### src/design/fractional_lif_neuron_step_top_macros.svh
// assertion helpers for the fractional lif neuron block
`ifndef FRACTIONAL_LIF_NEURON_STEP_TOP_MACROS_SVH
`define FRACTIONAL_LIF_NEURON_STEP_TOP_MACROS_SVH

// same-cycle implication
`define FLIF_ASSERT_IMP(label, clk, rst_n, ante, cons, msg) \
	label: assert property (@(posedge clk) disable iff (!rst_n) (ante) |-> (cons)) \
		else $error(msg);

// next-cycle implication
`define FLIF_ASSERT_NXT(label, clk, rst_n, ante, cons, msg) \
	label: assert property (@(posedge clk) disable iff (!rst_n) (ante) |=> (cons)) \
		else $error(msg);

`endif

### src/design/flif_pkg.sv
// ----------------------------------------------------------------------------
// flif_pkg
// shared constants, codes and control types of the fractional lif neuron
// ----------------------------------------------------------------------------
`default_nettype none

package flif_pkg;

	localparam int DATA_W         = 32;
	localparam int HIST_DEPTH_DEF = 256;
	localparam int ACC_W          = 56;
	localparam int PROD_W         = 65;
	localparam int CFG_IDX_W      = 4;
	localparam int CFG_DATA_W     = 32;

	// register indexes
	localparam logic [CFG_IDX_W-1:0] REG_ALPHA = 4'd0;
	localparam logic [CFG_IDX_W-1:0] REG_HLEN  = 4'd1;
	localparam logic [CFG_IDX_W-1:0] REG_LEAK  = 4'd2;
	localparam logic [CFG_IDX_W-1:0] REG_INGN  = 4'd3;
	localparam logic [CFG_IDX_W-1:0] REG_REST  = 4'd4;
	localparam logic [CFG_IDX_W-1:0] REG_THR   = 4'd5;
	localparam logic [CFG_IDX_W-1:0] REG_RPOT  = 4'd6;
	localparam logic [CFG_IDX_W-1:0] REG_REFR  = 4'd7;

	// register reset values
	localparam logic [16:0]              ALPHA_RST = 17'd52429;
	localparam logic [8:0]               HLEN_RST  = 9'd256;
	localparam logic [30:0]              LEAK_RST  = 31'd655;
	localparam logic [30:0]              INGN_RST  = 31'd65536;
	localparam logic signed [DATA_W-1:0] REST_RST  = 32'sd0;
	localparam logic signed [DATA_W-1:0] THR_RST   = 32'sd65536;
	localparam logic signed [DATA_W-1:0] RPOT_RST  = 32'sd0;
	localparam logic [15:0]              REFR_RST  = 16'd0;

	// 1.0 in the alpha format
	localparam logic [16:0] ALPHA_ONE = 17'd65536;

	// product kinds on the shared multiplier
	localparam logic [1:0] KIND_INPUT = 2'd0;
	localparam logic [1:0] KIND_LEAK  = 2'd1;
	localparam logic [1:0] KIND_HIST  = 2'd2;

	typedef struct packed {
		logic       in_load;
		logic       hist_push;
		logic       acc_clear;
		logic       issue;
		logic [1:0] kind;
		logic       commit_step;
		logic       commit_refr;
		logic       out_load;
	} dp_cmd_t;

	typedef struct packed {
		logic refractory;
		logic out_free;
	} dp_stat_t;

	function automatic logic signed [DATA_W-1:0] sat_data(input logic signed [ACC_W-1:0] a);
		logic signed [ACC_W-1:0] hi;
		logic signed [ACC_W-1:0] lo;
		hi = {{(ACC_W-DATA_W+1){1'b0}}, {(DATA_W-1){1'b1}}};
		lo = ~hi;
		if (a > hi) begin
			sat_data = hi[DATA_W-1:0];
		end else if (a < lo) begin
			sat_data = lo[DATA_W-1:0];
		end else begin
			sat_data = a[DATA_W-1:0];
		end
	endfunction

endpackage

`default_nettype wire

### src/design/flif_ctrl.sv
// ----------------------------------------------------------------------------
// flif_ctrl
// step sequencer: accepts an item, walks the history taps, commits the step
// ----------------------------------------------------------------------------
`default_nettype none

module flif_ctrl #(
	parameter int HISTORY_DEPTH = flif_pkg::HIST_DEPTH_DEF
) (
	input  wire logic                              clk,
	input  wire logic                              arst_n,
	input  wire logic                              in_valid,
	output logic                                   in_stall,
	input  wire logic                              wgen_busy,
	input  wire logic [8:0]                        hist_len,
	input  wire flif_pkg::dp_stat_t                stat,
	output flif_pkg::dp_cmd_t                      cmd,
	output logic [$clog2(HISTORY_DEPTH)-1:0]       idx
);

	localparam int T  = HISTORY_DEPTH - 1;
	localparam int TW = $clog2(HISTORY_DEPTH);
	localparam int LW = (TW + 1 > 9) ? TW + 1 : 9;

	localparam logic [2:0] S_IDLE  = 3'd0;
	localparam logic [2:0] S_REFR  = 3'd1;
	localparam logic [2:0] S_START = 3'd2;
	localparam logic [2:0] S_LEAK  = 3'd3;
	localparam logic [2:0] S_MAC   = 3'd4;
	localparam logic [2:0] S_DRAIN = 3'd5;
	localparam logic [2:0] S_FINAL = 3'd6;
	localparam logic [2:0] S_OUT   = 3'd7;

	logic [2:0]    state_q;
	logic [2:0]    state_d;
	logic [TW-1:0] idx_q;
	logic [1:0]    drain_q;
	logic [LW-1:0] len_e;
	logic [TW-1:0] ntaps;
	logic          in_acc;

	// taps in use, clamped to the line
	always_comb begin
		len_e = LW'(hist_len);
		if (len_e < LW'(2)) begin
			ntaps = TW'(1);
		end else if (len_e > LW'(HISTORY_DEPTH)) begin
			ntaps = TW'(T);
		end else begin
			ntaps = TW'(len_e - LW'(1));
		end
	end

	assign in_stall = !((state_q == S_IDLE) && !wgen_busy);
	assign in_acc   = in_valid && !in_stall;
	assign idx      = idx_q;

	always_comb begin
		cmd     = '0;
		state_d = state_q;
		case (state_q)
			S_IDLE: begin
				if (in_acc) begin
					cmd.in_load = 1'b1;
					state_d     = stat.refractory ? S_REFR : S_START;
				end
			end
			S_REFR: begin
				cmd.commit_refr = 1'b1;
				state_d         = S_OUT;
			end
			S_START: begin
				cmd.hist_push = 1'b1;
				cmd.acc_clear = 1'b1;
				cmd.issue     = 1'b1;
				cmd.kind      = flif_pkg::KIND_INPUT;
				state_d       = S_LEAK;
			end
			S_LEAK: begin
				cmd.issue = 1'b1;
				cmd.kind  = flif_pkg::KIND_LEAK;
				state_d   = S_MAC;
			end
			S_MAC: begin
				cmd.issue = 1'b1;
				cmd.kind  = flif_pkg::KIND_HIST;
				if (idx_q == ntaps - 1'b1) begin
					state_d = S_DRAIN;
				end
			end
			S_DRAIN: begin
				if (drain_q == 2'd2) begin
					state_d = S_FINAL;
				end
			end
			S_FINAL: begin
				cmd.commit_step = 1'b1;
				state_d         = S_OUT;
			end
			S_OUT: begin
				if (stat.out_free) begin
					cmd.out_load = 1'b1;
					state_d      = S_IDLE;
				end
			end
			default: begin
				state_d = S_IDLE;
			end
		endcase
	end

	always_ff @(posedge clk or negedge arst_n) begin
		if (!arst_n) begin
			state_q <= S_IDLE;
			idx_q   <= '0;
			drain_q <= '0;
		end else begin
			state_q <= state_d;
			if (state_q == S_LEAK) begin
				idx_q <= '0;
			end else if (state_q == S_MAC) begin
				idx_q <= idx_q + 1'b1;
			end
			if (state_q == S_DRAIN) begin
				drain_q <= drain_q + 1'b1;
			end else begin
				drain_q <= '0;
			end
		end
	end

endmodule

`default_nettype wire

### config.mk
export PLATFORM = sky130hd
export DESIGN_NAME = flif_ctrl
export DESIGN_NICKNAME = d
export VERILOG_FILES = /design/src/design/fractional_lif_neuron_step_top_macros.svh /design/src/design/flif_pkg.sv /design/src/design/flif_ctrl.sv
export SDC_FILE = /design/constraint.sdc
export NUM_CORES = 1
export LEC_CHECK = 0
export BUFFER_PORTS_ARGS = -buffer_cell sky130_fd_sc_hd__buf_2
export CORE_MARGIN = 1.5
export CORE_UTILIZATION = 52
export CTS_CLUSTER_SIZE = 28
export DETAILED_ROUTE_END_ITERATION = 8
export PLACE_DENSITY = 0.85
export SYNTH_ARGS = -nofsm -noshare
export SYNTH_HDL_FRONTEND = slang
export SYNTH_SLANG_ARGS = --single-unit
### constraint.sdc
create_clock -name clk -period 1.78 [get_ports clk]
set_input_delay 0.089 -clock clk [delete_from_list [all_inputs] [get_ports clk]]
set_output_delay 0.089 -clock clk [all_outputs]
set_load 0.05 [all_outputs]
# Word-level counts from Yosys, hierarchy flattened
# Index checks and enable logic that the tools add are counted.
[op_classes] n_mux=19 n_reduce_logical=8 n_eq_ne=13 magnitude_cmp=2 add_sub_neg=4
[op_table] cell="8-bit 2-to-1 mux" n=4
[op_table] cell="3-bit case mux with 7 select lines" n=1
[op_table] cell="8-bit by 1-bit subtractor with 8-bit output, second input constant" n=2
[op_table] cell="3-bit equality test, second input constant" n=4
[op_table] cell="3-bit 2-to-1 mux" n=4
[op_table] cell="9-bit greater-than comparator, second input constant" n=1
[op_table] cell="9-bit by 2-bit < comparator with 1-bit output, second input constant" n=1
[op_table] cell="3-bit case mux with 3 select lines" n=1
[op_table] cell="8-bit by 1-bit adder with 8-bit output, second input constant" n=1
[op_table] cell="8-bit equality test" n=1
[op_table] cell="2-bit inequality test, second input constant" n=4
[op_table] cell="3-bit by 2-bit equality test with 1-bit output, second input constant" n=2
[op_table] cell="1-bit 2-to-1 mux" n=6
[op_table] cell="2-bit 2-to-1 mux" n=3
[op_table] cell="4-bit AND reduction" n=1
[op_table] cell="3-bit by 1-bit equality test with 1-bit output, second input constant" n=1
[op_table] cell="3-bit logical NOT" n=1
[op_table] cell="2-bit by 1-bit adder with 2-bit output, second input constant" n=1
[op_table] cell="2-bit equality test, second input constant" n=1
[op_table] cell="1-bit logical AND" n=2
[op_table] cell="1-bit logical NOT" n=2
[op_table] cell="2-bit nonzero test" n=1
[op_table] cell="2-bit OR reduction" n=1
[word_totals] out_inout_bits=18 reg_bits=13 inputBits=15 elab_cells=49

# Depth between registers and ports, before layout
[depth] ltp_word=7 depth_mapped=12 depth_no_buf=11

# Least setup slack after synthesis
# OpenSTA, ideal clock, no wires.
[synth_path] path_kind="flip-flop to output port" from="register state_q[0]" to="output cmd[8] (netlist name)" t_required_ns=1.691 arrival_time_ns=2.112 path_buffers=1 setup_slack_ns=-0.421 stages_incl_launch_ff=3 cell_sequence="dfrtp_1 clkbuf_1 nor4_1"
[synth_lines] item="from (decl)" line="flif_ctrl.sv:34" source="logic [2:0] state_q;"
[synth_lines] item="from (signal assigned)" line="flif_ctrl.sv:118" source="state_q <= state_d;"
[synth_lines] item="to (decl)" line="flif_ctrl.sv:17" source="output flif_pkg::dp_cmd_t cmd,"

# Worst setup path in the final report
[layout_path] from="input hist_len[5]" to="register state_q[0]"
[layout_between] elab_chain_len=7 word_cells_on_any_way=9 cone_classes="add/sub: 2; order compare: 2; eq/ne: 2; mux: 2; reduce/logical: 1"
[layout_lines] item="from (decl)" line="flif_ctrl.sv:15" source="input wire logic [8:0] hist_len,"
[layout_lines] item="8-bit by 1-bit subtractor with 8-bit output or 9-bit greater-than comparator (tied branches)" line="flif_ctrl.sv:50, flif_ctrl.sv:47"
[layout_lines] item="8-bit 2-to-1 mux" line="flif_ctrl.sv:47" source="end else if (len_e > LW'(HISTORY_DEPTH)) begin"
[layout_lines] item="8-bit 2-to-1 mux *" line="flif_ctrl.sv:45" source="if (len_e < LW'(2)) begin"
[layout_lines] item="8-bit by 1-bit subtractor with 8-bit output *" line="flif_ctrl.sv:87" source="if (idx_q == ntaps - 1'b1) begin"
[layout_lines] item="8-bit equality test *" line="flif_ctrl.sv:87"
[layout_lines] item="2-bit inequality test (no source line) *"
[layout_lines] item="4-bit AND reduction (no source line) *"
# Mark *: on every way between the ends. The rest lies on a longest branch, timed or not.
# A chain may end at the register's enable or synchronous reset.

==> implementation parameters <==
Parameter                              Value

Cells and area
  Fill cell count    173
  Final Util    74.66%
  Post-route cell area    1652 µm²
  Diodes inserted    0
  Share of final-layout standard cells stronger than drive strength 1    39.90%
  Final net count    223
  Signed area change from the synthesized netlist to the final layout    34.42%

Placement
  Final weighted congestion in routability-driven placement    0.8561
  Post-placement cell area    1565 µm²
  HPWL Detailed    2501 µm
  Setup WS pre-CTS    -316.1 ps
  Count of port buffers added during placement    32

Critical path
  Crit path buf inv count    3
  Register-to-register setup slack    110 ps
  Critical register-to-register path startpoint    state_q[0]
  Critical Path Source Type    input pin
  Slowest stage cell on the critical path    nor4_4
  Reg-to-reg endpoint    idx[7]
  Largest stage delay on the critical path    310 ps
  Cell type with the highest occurrence count on the critical path    buf_4
  Required time of the worst setup path    2000 ps
  Number of cells on the worst reg-to-reg path    7
  Endpoint kind of the worst setup timing path    flop
  Cell-by-cell trace of the critical path    buf_2, nor4_4, nand2_2, buf_4, and3_4, ha_2, buf_4, xor2_2, xnor2_1, nor4_2, a31o_1
  Largest delay contributor family on the critical path    simple AND/OR/NAND/NOR gates
  Setup CP Type    input pin to flop
  Data arrival time of the worst path    1970 ps
  Max Fanout on Critical Path    5

Pwr
  IR Drop Worst-Case VDD    1.087 mV
  P_sw    1.058 mW
  Total power after layout    1.935 mW
  Combinational share of power    65.3%
  Leakage    0.7876 nW
  Proportion of power drawn by the clock network    9.3%
  Power Dens Cells    1172 nW/µm²
  Switching power as a share of total power    54.66%
  Internal portion of total power    0.8774 mW
  Part of the total power dissipated in sequential elements    25.4%

Clock network
  CTS Root Cell    clkbuf_4
  CTS tree    done
  Number of clock buffers inserted by TritonCTS    3
  Clk Latency, worst-skew pair    270 ps
  Clock buffer depth    2
  Number of sinks handled by clock tree synthesis    13
  Count of H-tree levels built during CTS    1
  Clk pin slew, worst setup/hold paths    70 ps

Synthesis
  Number of warning messages in the yosys log    0
  Post-synthesis instance total    150
  Async set-reset flop share out of synthesis    100.0%
  Distinct cell type count after synthesis    48
  Count of flip-flops with a built-in enable after synthesis    0
  Number of nets in the synthesized netlist    169
  Post-Synthesis Mean Instance Area    8.191 µm²
  Post-Syn Area    1229 µm²
  Register area share after synthesis    26.48%
  Most frequently used flop master after synthesis    dfrtp_1
  Synthesized flop and latch total    13

Timing
  Post-route clock skew    1.262 ps
  Worst slew margin relative to its limit    71.50%
  Setup violations, final    0
  Unrepaired setup endpoints after global routing    yes
  Worst hold slack across all endpoints    112.2 ps
  Max Transition Viols Final    0
  Shortest period the worst path allows    1752 ps
  Transition time at the pin with the least slew margin    424.0 ps
  Maximum achievable frequency    570.7 MHz
  Worst setup margin    27.89 ps
  Share of the cycle needed by the critical path after routing    98.43%
  Number of hold-slack violations in the final timing report    0

GRT
  Overall overflow remaining after global route    0
  GRT busiest layer    met2
  Number of global-route vias before repair    1299
  Antenna violations before repair    0
  Largest net degree at the start of global routing    14
  Met2 Use GR    48.29%
  Global-route usage over all layers    26.63%
  First-pass GRT wire length    5492 µm
  Met1 layer usage reported by global route    33.27%
  Met3 Track Usage GR    5.172%

Die
  Total Die Area    2664 µm²
  Top-Level Pins    33
  Die extent in x    51.61 µm
  Die H    51.61 µm
  Initial core utilization    55.54%
  Core Region    2212 µm²
  Rows    17

Route
  1st-iter DRT viols    33
  First drt pass iteration count    4
  Via count    1312
  Post-detailed-route wirelength per cell    13.78 µm
  Count of nets left with antenna violations after detail routing    0
  Total DRC errors in the routed layout    0
  Detailed Route WL    3184 µm
  Routed vias/inst    5.680

Min path
  Sink of the worst hold path    state_q[1]
  Number of cells traversed by the worst hold path    3
  Worst hold start    stat[1]
  Tightest Hold Check Type    input pin to flop

Job
  Total of max-cap violations    0

Outcome
  Run status    complete, no violations
## synth_stat cells (2+ instances only)
master / instances / area share (%)
a211o_1: 3 / 2.1
nor3_1: 4 / 1.6
nor2_1: 17 / 5.2
o31ai_1: 3 / 1.8
or4_1: 2 / 1.2
a21oi_1: 4 / 1.6
nor4_1: 2 / 1.0
nor3_2: 2 / 1.6
ha_1: 4 / 4.1
nand2b_1: 2 / 1.0
and3_1: 5 / 2.5
nand2_1: 11 / 3.4
nand4_1: 6 / 3.1
xnor2_1: 6 / 4.3
clkbuf_1: 4 / 1.2
o2111ai_1: 2 / 1.4
or3_1: 2 / 1.0
dfrtp_1: 13 / 26
buf_2: 3 / 1.2
nand3_1: 3 / 1.2
nand3b_1: 2 / 1.2
o21ai_0: 11 / 4.5
xor2_1: 6 / 4.3
inv_1: 9 / 2.7
## power by group through the flow
stage               sequential [mW]  clock [mW]  combinational, mW
floorplan                     0.584           0              0.781
global placement              0.491           0               1.16
detailed placement            0.493           0               1.21
CTS                           0.487       0.184               1.22
global route                  0.507       0.201               1.37
finish                        0.492       0.179               1.26
## what timing repair did
item | CTS | global route
hold endpoints to repair | 13 | 0
gates resized for setup | 0 | 8
hold buffers | 1 | 0
endpoints found under the setup margin | 1 | 3
pin swaps | 1 | 4
setup buffers | 1 | 3
## worst max-delay path by stage
stage	slack, ps	from	end	cells after the start
after floorplan	-60	state_q[0]	idx[7]	7
after global placement	-190	hist_len[5]	state_q[0]	12
after detailed placement	-320	hist_len[5]	state_q[0]	12
after CTS	5	state_q[0]	idx[7]	7
after global routing	-80	hist_len[5]	state_q[0]	12
final	30	hist_len[5]	state_q[0]	11
## layout by cell type, fill, tap and decap left out, drive strengths merged, types with 2 or more instances in the layout
master / count
ha: 4
or3: 2
nor3: 6
and3: 6
or4: 2
o31ai: 3
nand3b: 2
nor4: 4
nand4: 6
buf: 55
clkbuf: 6
xnor2: 6
o2111ai: 2
nand3: 4
a21oi: 4
nand2b: 2
nand2: 11
a211o: 3
xor2: 6
nor2: 17
dfrtp: 13
o21ai: 12
inv: 8
## metrics by stage
stage / TNS, ps / instances
3_5_place_dp: -316.1 / 222
2_1_floorplan: -66.00 / 150
6_report: 0 / 231
3_3_place_gp: -191.0 / 222
4_1_cts: 0 / 228
5_1_grt: -77.08 / 231
## registers in the layout, summed over array words and instances, names as in the netlist
register	flops
idx	8
state_q	3
drain_q	2
## worst min-delay path: stages
cell     delay (ps)
buf_2            90
o31a_1          130
a21oi_1          40
## cell families (layout without fill, tap and decap cells)
family | count (synthesis) | in the layout | synth area share [%]
flip-flops | 13 | 13 | 26.48
multiplexers | 1 | 1 | 0.8147
AND/OR/NAND/NOR | 65 | 65 | 31.36
buffers and inverters | 18 | 71 | 6.720
AO/OA/AOI/OAI | 36 | 36 | 20.16
XOR/XNOR | 13 | 13 | 10.39
adder cells (fa/ha/maj) | 4 | 4 | 4.073
## final cells by class
type | count | area (µm²) | area share [%]
Clock buffer | 4 | 26.28 | 1.591
Inverter | 9 | 37.54 | 2.273
Multi-Input combinational cell | 119 | 868.3 | 52.58
Sequential cell | 13 | 326.6 | 19.77
Tap cell | 28 | 35.03 | 2.121
Timing Repair Buffer | 58 | 357.8 | 21.67
## metal layers
layer,up-vias,routed length [µm]
li1,653,-
met1,626,1408
met2,31,1669
met3,2,93
met4,0,13
met5,-,0
Note: power is estimated with default switching activity, not from simulation.
