$ cat src/design/fractional_lif_neuron_step_top_macros.svh
// assertion helpers for the fractional lif neuron block
`ifndef FRACTIONAL_LIF_NEURON_STEP_TOP_MACROS_SVH
`define FRACTIONAL_LIF_NEURON_STEP_TOP_MACROS_SVH

// same-cycle implication
`define FLIF_ASSERT_IMP(label, clk, rst_n, ante, cons, msg) \
	label: assert property (@(posedge clk) disable iff (!rst_n) (ante) |-> (cons)) \
		else $error(msg);

// next-cycle implication
`define FLIF_ASSERT_NXT(label, clk, rst_n, ante, cons, msg) \
	label: assert property (@(posedge clk) disable iff (!rst_n) (ante) |=> (cons)) \
		else $error(msg);

`endif

$ cat src/design/flif_pkg.sv
// ----------------------------------------------------------------------------
// flif_pkg
// shared constants, codes and control types of the fractional lif neuron
// ----------------------------------------------------------------------------
`default_nettype none

package flif_pkg;

	localparam int DATA_W         = 32;
	localparam int HIST_DEPTH_DEF = 256;
	localparam int ACC_W          = 56;
	localparam int PROD_W         = 65;
	localparam int CFG_IDX_W      = 4;
	localparam int CFG_DATA_W     = 32;

	// register indexes
	localparam logic [CFG_IDX_W-1:0] REG_ALPHA = 4'd0;
	localparam logic [CFG_IDX_W-1:0] REG_HLEN  = 4'd1;
	localparam logic [CFG_IDX_W-1:0] REG_LEAK  = 4'd2;
	localparam logic [CFG_IDX_W-1:0] REG_INGN  = 4'd3;
	localparam logic [CFG_IDX_W-1:0] REG_REST  = 4'd4;
	localparam logic [CFG_IDX_W-1:0] REG_THR   = 4'd5;
	localparam logic [CFG_IDX_W-1:0] REG_RPOT  = 4'd6;
	localparam logic [CFG_IDX_W-1:0] REG_REFR  = 4'd7;

	// register reset values
	localparam logic [16:0]              ALPHA_RST = 17'd52429;
	localparam logic [8:0]               HLEN_RST  = 9'd256;
	localparam logic [30:0]              LEAK_RST  = 31'd655;
	localparam logic [30:0]              INGN_RST  = 31'd65536;
	localparam logic signed [DATA_W-1:0] REST_RST  = 32'sd0;
	localparam logic signed [DATA_W-1:0] THR_RST   = 32'sd65536;
	localparam logic signed [DATA_W-1:0] RPOT_RST  = 32'sd0;
	localparam logic [15:0]              REFR_RST  = 16'd0;

	// 1.0 in the alpha format
	localparam logic [16:0] ALPHA_ONE = 17'd65536;

	// product kinds on the shared multiplier
	localparam logic [1:0] KIND_INPUT = 2'd0;
	localparam logic [1:0] KIND_LEAK  = 2'd1;
	localparam logic [1:0] KIND_HIST  = 2'd2;

	typedef struct packed {
		logic       in_load;
		logic       hist_push;
		logic       acc_clear;
		logic       issue;
		logic [1:0] kind;
		logic       commit_step;
		logic       commit_refr;
		logic       out_load;
	} dp_cmd_t;

	typedef struct packed {
		logic refractory;
		logic out_free;
	} dp_stat_t;

	function automatic logic signed [DATA_W-1:0] sat_data(input logic signed [ACC_W-1:0] a);
		logic signed [ACC_W-1:0] hi;
		logic signed [ACC_W-1:0] lo;
		hi = {{(ACC_W-DATA_W+1){1'b0}}, {(DATA_W-1){1'b1}}};
		lo = ~hi;
		if (a > hi) begin
			sat_data = hi[DATA_W-1:0];
		end else if (a < lo) begin
			sat_data = lo[DATA_W-1:0];
		end else begin
			sat_data = a[DATA_W-1:0];
		end
	endfunction

endpackage

`default_nettype wire

$ cat src/design/flif_wgen.sv
// ----------------------------------------------------------------------------
// flif_wgen
// builds the grunwald-letnikov weight table from alpha, one weight at a time
// ----------------------------------------------------------------------------
`default_nettype none

module flif_wgen #(
	parameter int HISTORY_DEPTH = flif_pkg::HIST_DEPTH_DEF
) (
	input  wire logic                          clk,
	input  wire logic                          arst_n,
	input  wire logic                          start,
	input  wire logic [16:0]                   alpha,
	output logic                               busy,
	output logic                               w_we,
	output logic [$clog2(HISTORY_DEPTH)-1:0]   w_addr,
	output logic signed [flif_pkg::DATA_W-1:0] w_data
);

	localparam int T     = HISTORY_DEPTH - 1;
	localparam int TW    = $clog2(HISTORY_DEPTH);
	localparam int NUM_W = TW + 18;
	localparam int C_W   = flif_pkg::DATA_W;
	localparam int P_W   = C_W + NUM_W;
	localparam int Y_W   = P_W - 15;
	localparam int DC_W  = $clog2(Y_W);

	localparam logic [2:0] W_INIT  = 3'd0;
	localparam logic [2:0] W_MUL   = 3'd1;
	localparam logic [2:0] W_PREP  = 3'd2;
	localparam logic [2:0] W_DIV   = 3'd3;
	localparam logic [2:0] W_WRITE = 3'd4;
	localparam logic [2:0] W_IDLE  = 3'd5;

	logic [2:0]              state_q;
	logic signed [C_W-1:0]   c_q;
	logic signed [NUM_W-1:0] num_q;
	logic [TW-1:0]           j_q;
	logic signed [P_W-1:0]   p_q;
	logic                    neg_q;
	logic [Y_W-1:0]          y_q;
	logic [TW-1:0]           rem_q;
	logic [DC_W-1:0]         dcnt_q;

	logic signed [P_W-1:0]   p_d;
	logic [P_W-1:0]          mag;
	logic [P_W:0]            x_sum;
	logic [TW:0]             trial;
	logic                    qbit;
	logic signed [C_W-1:0]   c_new;

	assign p_d   = c_q * num_q;
	assign mag   = p_q[P_W-1] ? P_W'(-p_q) : P_W'(p_q);
	// rounding half of the divisor j*65536, then the exact factor 65536 goes as a shift
	assign x_sum = {1'b0, mag} + ((P_W+1)'(j_q) << 15);
	assign trial = {rem_q, y_q[Y_W-1]};
	assign qbit  = (trial >= {1'b0, j_q});
	assign c_new = neg_q ? -signed'(y_q[C_W-1:0]) : signed'(y_q[C_W-1:0]);

	assign busy   = (state_q != W_IDLE);
	assign w_we   = (state_q == W_WRITE);
	assign w_addr = j_q - 1'b1;
	assign w_data = c_new;

	always_ff @(posedge clk or negedge arst_n) begin
		if (!arst_n) begin
			state_q <= W_INIT;
			c_q     <= '0;
			num_q   <= '0;
			j_q     <= '0;
			p_q     <= '0;
			neg_q   <= 1'b0;
			y_q     <= '0;
			rem_q   <= '0;
			dcnt_q  <= '0;
		end else if (start) begin
			state_q <= W_INIT;
		end else begin
			case (state_q)
				W_INIT: begin
					c_q     <= C_W'(64'sd1 << 30);
					num_q   <= -signed'(NUM_W'(alpha));
					j_q     <= TW'(1);
					state_q <= W_MUL;
				end
				W_MUL: begin
					p_q     <= p_d;
					state_q <= W_PREP;
				end
				W_PREP: begin
					neg_q   <= p_q[P_W-1];
					y_q     <= x_sum[P_W:16];
					rem_q   <= '0;
					dcnt_q  <= DC_W'(Y_W - 1);
					state_q <= W_DIV;
				end
				W_DIV: begin
					// restoring division, one quotient bit a cycle
					rem_q  <= qbit ? TW'(trial - {1'b0, j_q}) : trial[TW-1:0];
					y_q    <= {y_q[Y_W-2:0], qbit};
					dcnt_q <= dcnt_q - 1'b1;
					if (dcnt_q == '0) begin
						state_q <= W_WRITE;
					end
				end
				W_WRITE: begin
					c_q   <= c_new;
					num_q <= num_q + NUM_W'(65536);
					if (j_q == TW'(T)) begin
						state_q <= W_IDLE;
					end else begin
						j_q     <= j_q + 1'b1;
						state_q <= W_MUL;
					end
				end
				W_IDLE: begin
					state_q <= W_IDLE;
				end
				default: begin
					state_q <= W_IDLE;
				end
			endcase
		end
	end

endmodule

`default_nettype wire

$ cat config.mk
export PLATFORM = sky130hd
export DESIGN_NAME = flif_wgen
export DESIGN_NICKNAME = d
export VERILOG_FILES = /design/src/design/fractional_lif_neuron_step_top_macros.svh /design/src/design/flif_pkg.sv /design/src/design/flif_wgen.sv
export SDC_FILE = /design/constraint.sdc
export NUM_CORES = 2
export LEC_CHECK = 0
export ABC_CLOCK_PERIOD_IN_PS = 7120
export BUFFER_PORTS_ARGS = -buffer_cell sky130_fd_sc_hd__buf_2
export CAP_MARGIN = 40
export CORE_MARGIN = 2
export CORE_UTILIZATION = 60
export DETAILED_ROUTE_END_ITERATION = 8
export PLACE_DENSITY = 0.79
export SLEW_MARGIN = 20
export SYNTH_ARGS = -nofsm -noshare
export SYNTH_HDL_FRONTEND = slang
export SYNTH_SLANG_ARGS = --single-unit
$ cat constraint.sdc
create_clock -name clk -period 7.12 [get_ports clk]
set_input_delay 1.424 -clock clk [delete_from_list [all_inputs] [get_ports clk]]
set_output_delay 1.424 -clock clk [all_outputs]
set_load 0.01 [all_outputs]
== Word level (Yosys, flattened, before mapping) ==
Cells that the tools add are included.
W data, S select, Z words.

* Register bits: 185
* Input bits: 20
* Word-level logic and storage cells: 52
* RAM bits: 0
* Output and inout port bits: 42
* Latch bits: 0
* Memories kept: 0
* Memory bits (read-only): 0

* Shift-type cells: 0
* Div/mod/pow operators: 0
* Bitwise operators: 1
* Reductions and logical operators: 9
* Eq/ne operators: 8
* Magnitude comparators: 1
* Muxes and demuxes: 14
* Add/subtract/negate cells: 9
* Multiply operators: 1

{| class="wikitable"
|+ Operators with widths
! operator !! count
|-
| $pmux W43 S2 || 1
|-
| $pmux W32 S2 || 1
|-
| $add A58 B23 Y59 || 1
|-
| $mul A32 B26 Y58 || 1
|-
| $mux W58 || 1
|-
| $neg A58 Y58 || 1
|-
| $pmux W26 S2 || 1
|-
| $mux W32 || 1
|-
| $neg A32 Y32 || 1
|-
| $pmux W8 S2 || 2
|-
| $add A26 B18 Y26 const B || 1
|-
| $neg A17 Y26 || 1
|-
| $mux W8 || 2
|-
| $pmux W3 S5 || 1
|-
| $pmux W6 S2 || 1
|-
| $ge A9 B8 Y1 || 1
|-
| $mux W3 || 3
|-
| $add A8 B1 Y8 const B || 1
|-
| $eq A8 B8 Y1 const B || 1
|-
| $reduce_and A2 Y1 || 4
|-
| $sub A8 B1 Y8 const B || 1
|-
| $sub A8 B8 Y8 || 1
|-
| $eq A3 B2 Y1 const B || 2
|-
| $logic_not A6 Y1 || 1
|-
| 9 further kinds || 11
|}

== Depth between registers and ports, before layout ==
* Word-level depth: 4
* Mapped depth: 30
* Depth with buffers taken out: 28

== Worst setup path after synthesis ==
Ideal clock, no wire load.

* Path kind: flip-flop to flip-flop
* Start: register c_q[31]
* End: register p_q[57]
* Library setup time: 0.134 ns
* Stages on the path, launching flop included: 28
* Period minus slack after synthesis: 7.675 ns
* Buffers on the path: 1
* Arrival time: 7.541 ns
* Required time: 6.986 ns
* Setup slack: -0.555 ns
* Cell sequence: dfrtp_1 -> clkbuf_1 -> nand2_1 -> inv_1 -> fa_1 -> fa_1 -> inv_1 -> fa_1 -> inv_1 -> fa_1 -> fa_1 -> fa_1 -> inv_1 -> fa_1 -> inv_1 -> ha_1 -> a21o_1 -> a21o_1 -> a21o_1 -> a2111oi_0 -> a21oi_1 -> a41o_1 -> a2111oi_0 -> o31ai_1 -> a21o_1 -> a21oi_1 -> xnor2_1 -> o21ai_0

* Cells in the longest elaborated chain, start to end: 1

{| class="wikitable"
|+ Ends and longest elaborated chain
! what !! line !! source
|-
| from (decl) || flif_wgen.sv:36 || <nowiki>logic signed [C_W-1:0] c_q;</nowiki>
|-
| from (signal assigned) || flif_wgen.sv:81 || <nowiki>c_q <= C_W'(64'sd1 << 30);</nowiki>
|-
| from (signal assigned) || flif_wgen.sv:107 || <nowiki>c_q <= c_new;</nowiki>
|-
| $mul A32 B26 Y58 || flif_wgen.sv:52 || <nowiki>assign p_d = c_q * num_q;</nowiki>
|-
| to (signal assigned) || flif_wgen.sv:87 || <nowiki>p_q <= p_d;</nowiki>
|-
| to (decl) || flif_wgen.sv:39 || <nowiki>logic signed [P_W-1:0] p_q;</nowiki>
|}

No other way between the ends.
A chain may end at the register's enable or synchronous reset.

== Worst setup path in the final report ==
* Start: register num_q[7]
* End: register p_q[47]

* Cells in the longest elaborated chain, start to end: 1

{| class="wikitable"
|+ Ends and longest elaborated chain
! what !! line !! source
|-
| from (decl) || flif_wgen.sv:37 || <nowiki>logic signed [NUM_W-1:0] num_q;</nowiki>
|-
| from (signal assigned) || flif_wgen.sv:82 || <nowiki>num_q <= -signed'(NUM_W'(alpha));</nowiki>
|-
| from (signal assigned) || flif_wgen.sv:108 || <nowiki>num_q <= num_q + NUM_W'(65536);</nowiki>
|-
| $mul A32 B26 Y58 || flif_wgen.sv:52 ||
|}

No other way between the ends.

==> flow_metrics.py <==
metrics = {
    "setup_path": {
        "r2r_slack_ns": -0.19,
        "cp-start-kind": "flip-flop",
        "crit_type": "flip-flop to flip-flop",
        "crit_fanout": 13,
        "cp_slowest_cell": "fa_2",
        "cp.arrival_ns": 7.71,
        "cp-end-kind": "flip-flop",
        "crit_top_cell": "fa_1",
        "critPathMaxStageDelay_ns": 0.60,
        "r2r_start": "num_q[7]$_DFFE_PN0P_",
        "worstRegToRegCells": 28,
        "r2r-end": "p_q[47]$_DFFE_PN0P_",
        "required_ns": 7.52,
    },
    "clocking": {
        "htreeDepth": 4,
        "cts.sinks": 185,
        "postCtsHoldBufs": 0,
        "cts_max_path_buffers": 2,
        "insertion_delay_ns": 0.52,
        "cts_tree": "built",
        "clk_pin_slew_ns": 0.09,
        "cts_buffers": 17,
        "cts_root_buffer": "clkbuf_16",
    },
    "layout": {
        "drive_above_1_share_pct": 16.34,
        "nets": 5695,
        "area_growth_pct": 15.27,
        "stdcell_count": 5522,
    },
    "floorplan": {
        "fp-row-count": 94,
        "die_w_um": 261.5,
        "die_h_um": 261.5,
        "io_pins": 62,
        "core-area_um2": 65750,
        "dieArea_um2": 68370,
        "initial_utilization_pct": 60.50,
    },
    "timing": {
        "hold_viol": 0,
        "finalMaxSlewViolations": 0,
        "worstMarginPinSlew_ns": 0.8448,
        "rsz0062_at_grt": "true",
        "fin_ws_ns": -0.1913,
        "relSlewSlack_pct": 43.47,
        "fin_crit_ns": 7.311,
        "fin_skew_ns": 0.02696,
        "final-setup-viol-count": 11,
        "period_share_pct": 102.7,
        "whs_ns": 0.5106,
        "fmax_ghz": 0.1368,
    },
    "run_status": {
        "status": "finished with violations",
        "violations": "setup timing",
    },
    "flow_run": {
        "maxCapViolCount": 0,
    },
    "grt": {
        "grt_pass1_wl_um": 178000,
        "antenna_found_initial": 7,
        "track_usage_pct": 33.66,
        "grt_overflow": 0,
        "grt_pass1_vias": 33208,
        "grt_max_degree": 77,
    },
    "drt": {
        "drt_iter0_drc": 3036,
        "vias": 32081,
        "wl_per_cell_um": 20.58,
        "ant_nets": 0,
        "vias_per_cell": 5.810,
        "drtPass1Iterations": 8,
        "drc": 0,
        "routed_wl_um": 113600,
    },
    "synth": {
        "ys_ff_latch": 185,
        "ys_warn_count": 0,
        "synthesis.area_um2": 39780,
        "synthArstFlopShare_pct": 100.0,
        "syn_inst": 4377,
        "seq_area_frac_synth_pct": 11.64,
        "syn_nets": 5433,
        "synth.distinct_cells": 86,
        "ys.flop_type": "dfrtp_1",
        "post_synth.cell_area_avg_um2": 9.088,
        "synth_edf_count": 0,
    },
    "placement": {
        "place.gp.congestion": 0.9384,
        "dp_hpwl_um": 89240,
        "placed_cells": 5398,
        "port_buffers": 61,
    },
    "worst_hold_path": {
        "hp-class": "flip-flop to flip-flop",
        "min_path_cells": 2,
        "hold_start": "p_q[11]$_DFFE_PN0P_",
        "worstHoldEndpoint": "p_q[11]$_DFFE_PN0P_",
    },
}
==> stage by stage <==
stage / worst slack (ns) / setup TNS, ns / area (µm²) / util, %
finish: -0.1913 / -1.274 / 45850 / 69.74
global route: -0.4028 / -4.552 / 45850 / 69.73
CTS: -0.05380 / -0.05527 / 44820 / 68.16
detailed placement: -0.3946 / -4.382 / 43340 / 65.92
global placement: -0.3799 / -4.167 / 43230 / 65.75
floorplan: -0.01935 / -0.01935 / 39840 / -
==> cell type report <==
class,count,area [µm²]
Multi-Input combinational cell,3072,31780
Tap cell,864,1081
Inverter,864,3243
Sequential cell,185,4661
Timing Repair Buffer,499,4452
Antenna cell,6,15.01
Fill cell,4538,19890
Clock inverter,15,201.4
Clock buffer,17,425.4
==> what timing repair did <==
item	in CTS	in global routing
pin swaps	89	113
gates cloned	1	4
hold endpoints to repair	0	0
setup endpoints to repair	22	24
buffers inserted	44	40
resized for setup	126	149
==> worst max-delay path by stage <==
stage / from / endpoint / slack, ns
4_1_cts: num_q[7]$_DFFE_PN0P_ / p_q[57]$_DFFE_PN0P_ / -0.05
5_1_grt: num_q[4]$_DFFE_PN0P_ / p_q[45]$_DFFE_PN0P_ / -0.40
3_5_place_dp: num_q[9]$_DFFE_PN0P_ / p_q[57]$_DFFE_PN0P_ / -0.39
3_3_place_gp: num_q[9]$_DFFE_PN0P_ / p_q[56]$_DFFE_PN0P_ / -0.38
2_1_floorplan: num_q[19]$_DFFE_PN0P_ / p_q[57]$_DFFE_PN0P_ / -0.02
6_report: num_q[7]$_DFFE_PN0P_ / p_q[47]$_DFFE_PN0P_ / -0.19
==> cells in the mapped netlist, types with 12 or more instances <==
cell type | n | area share [%]
inv_1 | 863 | 8.1
fa_1 | 856 | 43
nand2_1 | 631 | 6.0
and2_1 | 349 | 5.5
clkbuf_1 | 240 | 2.3
dfrtp_1 | 185 | 12
ha_1 | 180 | 5.7
o21ai_0 | 177 | 2.2
xnor2_1 | 124 | 2.7
nor2_1 | 122 | 1.2
a21oi_1 | 98 | 1.2
xor2_1 | 58 | 1.3
a22oi_1 | 41 | 0.77
a21o_1 | 36 | 0.68
nor3_1 | 35 | 0.44
a22o_1 | 34 | 0.75
nand3_1 | 27 | 0.34
nand2b_1 | 24 | 0.38
o31ai_1 | 22 | 0.42
or3_1 | 17 | 0.27
nand4_1 | 16 | 0.25
nor4_1 | 14 | 0.22
o21a_1 | 14 | 0.26
a31oi_1 | 12 | 0.19
o21bai_1 | 12 | 0.23
or4_1 | 12 | 0.23
==> state kept, by name (all words and copies together), names as in the netlist <==
name     cells
rem_q        8
state_q      3
neg_q        1
y_q         43
j_q          8
dcnt_q       6
c_q         32
p_q         58
num_q       26
==> placed cells by master (no fill, tap or decap), types with 35 or more instances in the layout <==
| cell | synthesis | routed |
|---|---|---|
| a21o_1 | 36 | 36 |
| a21oi_1 | 98 | 80 |
| a22oi_1 | 41 | 40 |
| and2_1 | 349 | 336 |
| buf_12 | 0 | 40 |
| buf_2 | 2 | 61 |
| buf_4 | 3 | 343 |
| buf_6 | 3 | 35 |
| dfrtp_1 | 185 | 160 |
| fa_1 | 856 | 820 |
| fa_2 | 0 | 36 |
| ha_1 | 180 | 154 |
| inv_1 | 863 | 844 |
| nand2_1 | 631 | 622 |
| nor2_1 | 122 | 116 |
| o21ai_0 | 177 | 160 |
| xnor2_1 | 124 | 121 |
| xor2_1 | 58 | 57 |
==> worst max-delay path: cells and delay by family (launching register included) <==
family          cells  cell delay, ns
flops               1            0.40
buf+inv             9            1.05
simple gates        4            0.53
xor+xnor            1            0.15
compound gates      6            1.02
fa+ha+maj           8            4.02
==> cells by family after synthesis <==
kind of cell	synth area share, %
flops	11.64
buf+inv	10.66
fa+ha+maj	48.74
compound gates	8.534
xor+xnor	4.007
mux	0.2674
simple gates	16.15
==> layer usage <==
metal | wire [µm] | GRT usage, %
met1 | 43310 | 46.38
met2 | 53890 | 53.78
met3 | 12600 | 8.140
met4 | 3812 | 9.217
met5 | 13 | 0
Power is not shown: default switching activity piles up to over one toggle a cycle in this logic, so the estimate is an artifact.
